$ cat src/rtl/flptw_pkg.sv
// ----------------------------------------------------------------------------
// flptw_pkg
// Types and constants shared by the page table walker and its checker.
// ----------------------------------------------------------------------------
package flptw_pkg;

  // Sizes
  localparam int unsigned MemWordsDefault = 16384;
  localparam int unsigned EntryW          = 64;
  localparam int unsigned FrameW          = 40;
  localparam int unsigned VaW             = 48;
  localparam int unsigned IdxW            = 9;
  localparam int unsigned TableWords      = 512;
  localparam int unsigned FrameShift      = 12;
  localparam int unsigned PhysW           = 52;
  localparam int unsigned StatusW         = 3;
  localparam int unsigned WordIdxW        = 14;
  localparam int unsigned LevelW          = 2;
  localparam int unsigned PAddrW          = 4;
  localparam int unsigned PDataW          = 64;

  // Entry bits
  localparam int unsigned BitPresent = 0;
  localparam int unsigned BitLarge   = 7;

  // Request kinds
  localparam logic ReqWrite     = 1'b0;
  localparam logic ReqTranslate = 1'b1;

  // Register index (address bit 3 selects the 64-bit register slot)
  localparam logic RegRootFrame = 1'b0;

  // Table levels, top first
  localparam logic [LevelW-1:0] LvlPml4 = 2'd0;
  localparam logic [LevelW-1:0] LvlPdpt = 2'd1;
  localparam logic [LevelW-1:0] LvlPd   = 2'd2;
  localparam logic [LevelW-1:0] LvlPt   = 2'd3;

  // Result status codes
  localparam logic [StatusW-1:0] StOk       = 3'd0;
  localparam logic [StatusW-1:0] StAbsentL4 = 3'd1;
  localparam logic [StatusW-1:0] StAbsentL3 = 3'd2;
  localparam logic [StatusW-1:0] StAbsentL2 = 3'd3;
  localparam logic [StatusW-1:0] StAbsentL1 = 3'd4;
  localparam logic [StatusW-1:0] StPage1g   = 3'd5;
  localparam logic [StatusW-1:0] StPage2m   = 3'd6;
  localparam logic [StatusW-1:0] StOutside  = 3'd7;

  // Request beat
  typedef struct packed {
    logic                req_type;
    logic [WordIdxW-1:0] word_index;
    logic [EntryW-1:0]   entry_value;
    logic [VaW-1:0]      vaddr;
  } req_t;

  // Result beat
  typedef struct packed {
    logic [StatusW-1:0] status;
    logic [PhysW-1:0]   phys_page_addr;
  } rsp_t;

endpackage

$ cat src/rtl/flptw_step.sv
// ----------------------------------------------------------------------------
// flptw_step
// Shared level step: bounds check of a table frame and word address of the
// entry selected by one level's nine virtual address bits.
// ----------------------------------------------------------------------------
module flptw_step #(
  parameter int unsigned MEM_WORDS = flptw_pkg::MemWordsDefault
) (
  input  logic [flptw_pkg::FrameW-1:0]   frame_i,
  input  logic [flptw_pkg::VaW-1:0]      va_i,
  input  logic [flptw_pkg::LevelW-1:0]   level_i,
  output logic                           outside_o,
  output logic [$clog2(MEM_WORDS)-1:0]   addr_o
);
  import flptw_pkg::*;

  localparam int unsigned AddrW  = $clog2(MEM_WORDS);
  localparam int unsigned Tables = MEM_WORDS / TableWords;
  localparam int unsigned TabW   = $clog2(Tables);

  logic [IdxW-1:0] idx;

  // Pick the nine index bits of this level
  always_comb begin
    unique case (level_i)
      LvlPml4: idx = va_i[FrameShift + 3*IdxW +: IdxW];
      LvlPdpt: idx = va_i[FrameShift + 2*IdxW +: IdxW];
      LvlPd:   idx = va_i[FrameShift + IdxW +: IdxW];
      default: idx = va_i[FrameShift +: IdxW];
    endcase
  end

  // Only whole tables inside the memory count
  assign outside_o = (frame_i >= FrameW'(Tables));
  assign addr_o    = AddrW'({frame_i[TabW-1:0], idx});

endmodule

$ cat config.mk
export PLATFORM = sky130hd
export DESIGN_NAME = flptw_step
export DESIGN_NICKNAME = d
export VERILOG_FILES = /design/src/rtl/flptw_pkg.sv /design/src/rtl/flptw_step.sv
export SDC_FILE = /design/constraint.sdc
export NUM_CORES = 1
export LEC_CHECK = 0
export BUFFER_PORTS_ARGS = -buffer_cell sky130_fd_sc_hd__buf_4
export CAP_MARGIN = 20
export CORE_ASPECT_RATIO = 0.75
export CORE_MARGIN = 2
export CORE_UTILIZATION = 17
export DETAILED_ROUTE_END_ITERATION = 8
export PLACE_DENSITY_LB_ADDON = 0.05
export SLEW_MARGIN = 5
export SYNTH_ARGS = -nofsm -noshare
export SYNTH_HDL_FRONTEND = slang
export SYNTH_SLANG_ARGS = --single-unit
export TNS_END_PERCENT = 50
$ cat constraint.sdc
create_clock -name vclk -period 0.8
set_input_delay 0.08 -clock vclk [all_inputs]
set_output_delay 0.08 -clock vclk [all_outputs]
set_load 0.01 [all_outputs]
After elaboration in Yosys (flattened, before gate mapping)
Cells that the tools add are included.
Storage, ports and cells
  flip-flop bits (word level): 0
  bits of input ports: 90
  output and inout port bits: 15
  word-level logic and storage cells: 5
Operators by class
  $lt $le $gt $ge: 1
  eq/ne operators: 2
  mux-type cells: 1
  reduce and logical (&&, ||, !) cells: 1
Operators by type and width (number)
  greater-or-equal comparator 40 x 6 -> 1 bit (second input constant): 1
  one-hot mux 9 bit (3 select lines): 1
  == test 2 x 1 -> 1 bit (second input constant): 1
  == test 2 bit (second input constant): 1
  zero test 2 bit: 1

Logic depth before layout (Yosys ltp)
Gate-level depths: netlist of the first run.
  depth after elaboration: 2
  mapped depth: 3

Least setup slack after synthesis of the first run
OpenSTA, ideal clock, no wires.
  path kind: input -> output
  from: input port frame_i[39] (netlist bit)
  to: output port outside_o
  arrival: 846 ps
  required time: 720 ps
  setup slack: -126 ps
  cell stages on the path: 3
  path buffers: 0
  cells stage by stage: nor4_1 nand4_1 or3_1
On the way
  cells in the longest elaborated chain, start to end: 1
Ends and longest elaborated chain
  from (decl): RTL line flptw_step.sv:9  | input logic [flptw_pkg::FrameW-1:0] frame_i,
  greater-or-equal comparator 40 x 6 -> 1 bit: RTL line flptw_step.sv:34  | assign outside_o = (frame_i >= FrameW'(Tables));
  to (decl): RTL line flptw_step.sv:12  | output logic outside_o,
Every way passes these cells.

Worst setup path after layout of the first run
  from: input port frame_i[35] (netlist bit)
  to: output port outside_o
Same word-level chain as after synthesis.

==> results of run 1 <==
-- path summary, 6_finish.rpt --
path | end | slack, ps | depth (start not counted)
worst max-delay path | outside_o | -360 | 5
worst min-delay path | addr_o[12] | 160 | 0
-- layer usage --
layer  vias to the layer above  share of wire  global-route usage
met5                         -              0                   0
met4                         0              0                   0
met3                         0           0.12              0.0617
met2                        53           0.52               0.312
met1                       273           0.36               0.193
li1                        288              -                   -
-- Yosys cell counts --
| master | count |
|---|---|
| nand2_1 | 1 |
| nor3_1 | 1 |
| nor4_1 | 7 |
| nand4_1 | 1 |
| or3_1 | 1 |
| buf_2 | 1 |
| nand3_1 | 1 |
| nor4_2 | 1 |
| mux4_2 | 9 |
| buf_4 | 6 |
-- repair_timing --
action / 4_1_cts / 5_1_grt
resized for setup: 25 / 2
cloned: 1 / 0
endpoints found under the hold margin: 0 / 0
pin swaps: 6 / 3
setup buffers: 0 / 1
setup endpoints to repair: 10 / 10
-- critical path: cells and delay by family --
kind | cells | cell delay, ps
AND/OR/NAND/NOR | 3 | 780
buffers and inverters | 2 | 230
-- power by group --
| group | internal (mW) | switching, mW | total, mW | leakage (nW) |
|---|---|---|---|---|
| Combinational | 0.435 | 0.160 | 0.596 | 0.527 |
| Sequential | 0 | 0 | 0 | 0 |
| Clock | 0 | 0 | 0 | 0 |
| Total | 0.435 | 0.160 | 0.596 | 0.527 |
-- through the flow --
step / area (um^2) / setup slack [ps] / power, mW
CTS: 1110 / -356 / 0.586
global placement: 983 / -385 / 0.499
detailed placement: 983 / -392 / 0.503
floorplan: 387 / -85.7 / 0.179
finish: 1130 / -364 / 0.596
global route: 1130 / -418 / 0.633
-- logic make-up after synthesis --
group / after synthesis / share of synthesized area
AND/OR/NAND/NOR: 13 / 0.246
buffers and inverters: 7 / 0.149
multiplexers: 9 / 0.604
-- layout make-up --
type / count / area [um^2] / share of cell area
multi-input cells: 22 / 342 / 0.302
well taps: 22 / 27.5 / 0.0244
repair buffers: 87 / 761 / 0.673
==> flow_summary.json, run 1 <==
{
  "fin_crit_sh": 1.45,
  "nNetsFinal": 201,
  "final_hold_viol_count": 0,
  "fin_crit_ps": 1160,
  "peakVddDrop_mv": 0.314,
  "ys.warnings.count": 0,
  "mostFrequentLayoutCell": "buf_4",
  "worst-endpoint-arrival_ps": 1080,
  "io_buffers": 83,
  "max_stage_delay_ps": 380,
  "instances_no_fill": 131,
  "relSlewSlack": 0.832,
  "crit_type": "in2out",
  "powerDensity_nw_per_um2": 527,
  "synth_area_leader_cell": "mux4_2",
  "regArea_um2": 0,
  "slew_viol_final": 0,
  "fin_util": 0.631,
  "viasPerCell": 4.69,
  "die-width_um": 55.3,
  "crit_fanout": 1,
  "n_clock_buffer": 0,
  "crit_path_start": "frame_i[35]",
  "grt_pass1_vias": 643,
  "power.static_leakage_nw": 0.527,
  "syn_inst": 29,
  "ant_nets": 0,
  "antenna_found_initial": 0,
  "status": "complete, but fails checks",
  "drt_pre_antenna_iters": 3,
  "syn_to_final_growth_pct": 237,
  "dp_hpwl_mm": 1.69,
  "vias": 614,
  "synth.top_cell.area_share": 0.604,
  "worstSetupStartpointType": "input port",
  "rsz0062_at_grt": "true",
  "ys_types": 10,
  "synth_area_leaders": "mux4_2, buf_4, nor4_1",
  "cap_violations": 0,
  "drt_wl_total_mm": 2.07,
  "crit_top_cell": "buf_6",
  "drc": 0,
  "hold_start": "frame_i[3]",
  "setup_viol": 10,
  "slowest_stage": "or3_4",
  "syn_nets": 119,
  "wl_per_cell_um": 15.8,
  "grt_max_degree": 6,
  "hold_path_class": "in2out",
  "critPathRequiredTime_ps": 720,
  "path_cells": "buf_6 > nor4_4 > nand4_1 > or3_4 > buf_6",
  "fill_cells": 148,
  "fp.dieH_um": 42.5,
  "num_rows": 13,
  "synthesis.area_um2": 335,
  "drt-initial-drc-count": 7,
  "pin_count": 105,
  "nFlopsAndLatches": 0,
  "start_util": 0.187,
  "gp_congestion": 0.832,
  "hold_buffers": 0,
  "antenna_cells": 0,
  "whs_ps": 160,
  "syn_area_per_cell_um2": 11.6,
  "grt_usage": 0.167,
  "seq_area_frac_synth": 0,
  "grt_overflow": 0,
  "die_area_um2": 2350,
  "drive_above_1_share": 0.936,
  "worstMarginPinSlew_ps": 250,
  "violations": "negative setup slack",
  "worst_slack_ps": -364,
  "grt_pass1_wl_mm": 3.21,
  "dp_cells": 129,
  "tns_ps": -1140,
  "max_clock_freq_mhz": 859,
  "endpoint_kind": "primary output",
  "core_um2": 1790,
  "final_cell_mix": "buf_4, buf_6, mux4_2"
}
(Power assumes the default switching activity.)
==> run 2, diff against run 1 <==
PLACE_DENSITY = 0.78   (was unset)
PLACE_DENSITY_LB_ADDON = unset   (was 0.05)
==> run 2 against run 1 <==
  * The flow still finishes with violations (negative setup slack)
  * Die area unchanged
  * Critical path depth is the same
  * Combinational power about the same
  * Highest routed layer is now met4
==> flow_summary.json, run 2 (same netlist as run 1, synthesis figures left out) <==
{
  "final_cell_mix": "buf_4, buf_6, mux4_2",
  "grt_max_degree": 6,
  "status": "complete, but fails checks",
  "nNetsFinal": 200,
  "p_total_uw": 598,
  "power.static_leakage_nw": 0.522,
  "regArea_um2": 0,
  "setup_viol": 10,
  "grt_usage": 0.168,
  "drc": 0,
  "crit_type": "in2out",
  "mostFrequentLayoutCell": "buf_4",
  "worst_slack_ps": -342,
  "max_clock_freq_mhz": 875,
  "critPathRequiredTime_ps": 720,
  "io_buffers": 83,
  "placed_area_um2": 983,
  "worst-endpoint-arrival_ps": 1060,
  "fill_cells": 153,
  "nFlopsAndLatches": 0,
  "peakVddDrop_mv": 0.346,
  "antenna_found_initial": 0,
  "fp.dieH_um": 42.5,
  "hold_path_class": "in2out",
  "die-width_um": 55.3,
  "worstMarginPinSlew_ps": 232,
  "gp_congestion": 0.779,
  "grt_pass1_wl_mm": 3.19,
  "powerDensity_nw_per_um2": 531,
  "die_area_um2": 2350,
  "n_clock_buffer": 0,
  "syn_to_final_growth_pct": 236,
  "hold_buffers": 0,
  "slew_viol_final": 0,
  "drt-initial-drc-count": 13,
  "drt_wl_total_mm": 1.98,
  "drive_above_1_share": 0.935,
  "dp_hpwl_mm": 1.69,
  "postLayoutCellArea_um2": 1130,
  "wl_per_cell_um": 15.2,
  "pin_count": 105,
  "relSlewSlack": 0.844,
  "core_um2": 1790,
  "cap_violations": 0,
  "start_util": 0.187,
  "worstSetupStartpointType": "input port",
  "grt_overflow": 0,
  "final_hold_viol_count": 0,
  "ant_nets": 0,
  "viasPerCell": 4.76,
  "rsz0062_at_grt": "true",
  "crit_fanout": 1,
  "antenna_cells": 0,
  "grt_pass1_vias": 729,
  "endpoint_kind": "primary output",
  "vias": 619,
  "violations": "negative setup slack",
  "num_rows": 13,
  "fin_crit_ps": 1140,
  "fin_crit_sh": 1.43,
  "drt_pre_antenna_iters": 2
}
-- run 2: cell types whose count changed in the layout (fill, tap and decap cells not counted) --
cell,before,now
buf_6,18,17
nor4_2,2,1
nor4_4,3,4
-- run 2: critical path, cell delays in order --
cell and delay (ps):
buf_4 120, nor4_4 230, nand4_1 130, or3_4 380
buf_6 120
-- run 2: final timing paths --
path | start | endpoint | slack, ps | depth (start not counted)
worst max-delay path | frame_i[24] | outside_o | -340 | 5
worst min-delay path | frame_i[4] | addr_o[13] | 160 | 0
-- run 2: metrics by stage --
step	hold slack (ps)	setup WS, ps	TNS [ps]	utilization	cells
6_report	160	-342	-1150	0.630	130
5_1_grt	160	-410	-1380	0.630	130
4_1_cts	160	-348	-1180	0.612	130
3_5_place_dp	160	-387	-2350	0.550	129
3_3_place_gp	160	-363	-2230	0.550	129
2_1_floorplan	252	-85.7	-85.7	-	29
-- run 2: power breakdown --
group	internal, mW	switching [mW]	leakage [nW]
Clock	0	0	0
Sequential	0	0	0
Combinational	0.432	0.166	0.522
Total	0.432	0.166	0.522
-- run 2: per-layer routing --
metal  up-vias  wire (um)  track usage
met2        45       1210        0.364
met5         -          0            0
met4         0         45       0.0341
met1       284        539        0.160
met3         4        180       0.0340
li1        286          -            -
-- run 2: layout make-up --
class | instances | area [um^2] | area share
Timing Repair Buffer | 86 | 749 | 0.665
Tap cell | 22 | 27.5 | 0.0244
Multi-Input combinational cell | 22 | 350 | 0.311
-- run 2: repair_timing --
| action | CTS | global route |
|---|---|---|
| buffers inserted | 0 | 0 |
| endpoints found under the setup margin | 10 | 10 |
| pin swaps | 1 | 1 |
| gates resized for setup | 21 | 6 |
| gates cloned | 1 | 0 |
==> run 3, diff against run 2 <==
CORE_MARGIN = 1.5   (was 2)
SETUP_SLACK_MARGIN = 0.4   (was unset)
==> run 3 against run 2 <==
  * The run still ends with negative setup slack left
  * Utilization decreased by 2.0 points
  * Via count increased by 0.16%
  * Critical path depth unchanged
  * Maximum frequency increased by 1.4%
  * Non-clock buffer count decreased by 1
  * Setup slack improved by 16 ps
  * First-iteration DRC count decreased by 77%
  * Flip-flop and latch count unchanged
  * Highest routed layer is now met3
  * Largest power group unchanged
  * Wire length decreased by 3.8%
==> flow_summary.json, run 3 (same netlist as run 1, synthesis figures left out) <==
{
  "crit_path_start": "frame_i[35]",
  "grt_max_degree": 9,
  "crit_top_cell": "buf_6",
  "vias": 620,
  "setup_viol": 10,
  "slew_viol_final": 0,
  "crit_type": "in2out",
  "postLayoutCellArea_um2": 1090,
  "cap_violations": 0,
  "peakVddDrop_mv": 0.376,
  "instances_no_fill": 129,
  "n_clock_buffer": 0,
  "io_buffers": 83,
  "endpoint_kind": "primary output",
  "grt_pass1_vias": 638,
  "drive_above_1_share": 0.925,
  "final_hold_viol_count": 0,
  "cts_setup_buffers": 0,
  "nNetsFinal": 199,
  "power.static_leakage_nw": 0.513,
  "relSlewSlack": 0.844,
  "final_cell_mix": "buf_4, buf_6, mux4_2",
  "worst-endpoint-arrival_ps": 1050,
  "fill_cells": 165,
  "crit_fanout": 1,
  "drt_pre_antenna_iters": 2,
  "critPathRequiredTime_ps": 720,
  "die-width_um": 54.3,
  "status": "complete, but fails checks",
  "drt_wl_total_mm": 1.90,
  "die_area_um2": 2250,
  "placed_area_um2": 976,
  "grt_pass1_wl_mm": 2.85,
  "nFlopsAndLatches": 0,
  "mostFrequentLayoutCell": "buf_4",
  "grt_usage": 0.169,
  "path_cells": "buf_6 > nor4_4 > nand4_1 > or3_4 > buf_6",
  "dp_cells": 128,
  "slowest_stage": "or3_4",
  "violations": "negative setup slack",
  "max_clock_freq_mhz": 888,
  "regArea_um2": 0,
  "max_stage_delay_ps": 380,
  "drt-initial-drc-count": 3,
  "viasPerCell": 4.81,
  "rsz0062_at_grt": "true",
  "worstSetupStartpointType": "input port",
  "pin_count": 105,
  "worstMarginPinSlew_ps": 232,
  "num_rows": 13,
  "hold_path_class": "in2out",
  "core_um2": 1790,
  "worst_slack_ps": -327,
  "powerDensity_nw_per_um2": 530,
  "drc": 0,
  "p_total_uw": 579,
  "grt_overflow": 0,
  "antenna_cells": 0,
  "gp_congestion": 0.708,
  "fp.dieH_um": 41.5,
  "path_buf_inv": 2,
  "antenna_found_initial": 0,
  "ant_nets": 0,
  "wl_per_cell_um": 14.7,
  "fin_crit_ps": 1130,
  "syn_to_final_growth_pct": 226,
  "fin_crit_sh": 1.41,
  "crit_family": "simple AND/OR/NAND/NOR gates",
  "start_util": 0.187,
  "hold_start": "frame_i[2]"
}
run 3: cell types whose count changed in the layout (fill, tap and decap cells not counted), sizes merged:
cell / change
buf: -1
run 3: per-layer routing:
layer	wire (um)	track usage
met1	563	0.171
met2	1100	0.328
met3	239	0.0540
met4	0	0.0250
met5	0	0
run 3: where the power goes:
part | total, mW | internal [mW] | switching, mW
Sequential | 0 | 0 | 0
Clock | 0 | 0 | 0
Combinational | 0.579 | 0.423 | 0.155
run 3: final timing paths:
| kind | endpoint | slack [ps] | depth (start not counted) |
|---|---|---|---|
| hold / removal | addr_o[11] | 160 | 0 |
| setup / recovery | outside_o | -330 | 5 |
run 3: stage by stage:
step	hold WS [ps]	worst slack [ps]	TNS (ps)	utilization
6_report	160	-327	-1170	0.610
5_1_grt	160	-383	-1400	0.610
4_1_cts	160	-359	-1220	0.608
3_5_place_dp	160	-370	-2360	0.545
3_3_place_gp	160	-379	-2270	0.545
2_1_floorplan	252	-85.7	-85.7	-
run 3: what timing repair did:
action | in CTS | in global routing
endpoints found under the setup margin | 10 | 10
cloned | 1 | 0
pin swaps | 6 | 2
resized for setup | 22 | 1
hold buffers | 0 | 0
run 3: area by class of cell:
class | count | area [um^2] | share of cell area
timing repair buffer | 85 | 738 | 0.676
multi-input combinational | 22 | 327 | 0.299
tap | 22 | 27.5 | 0.0252
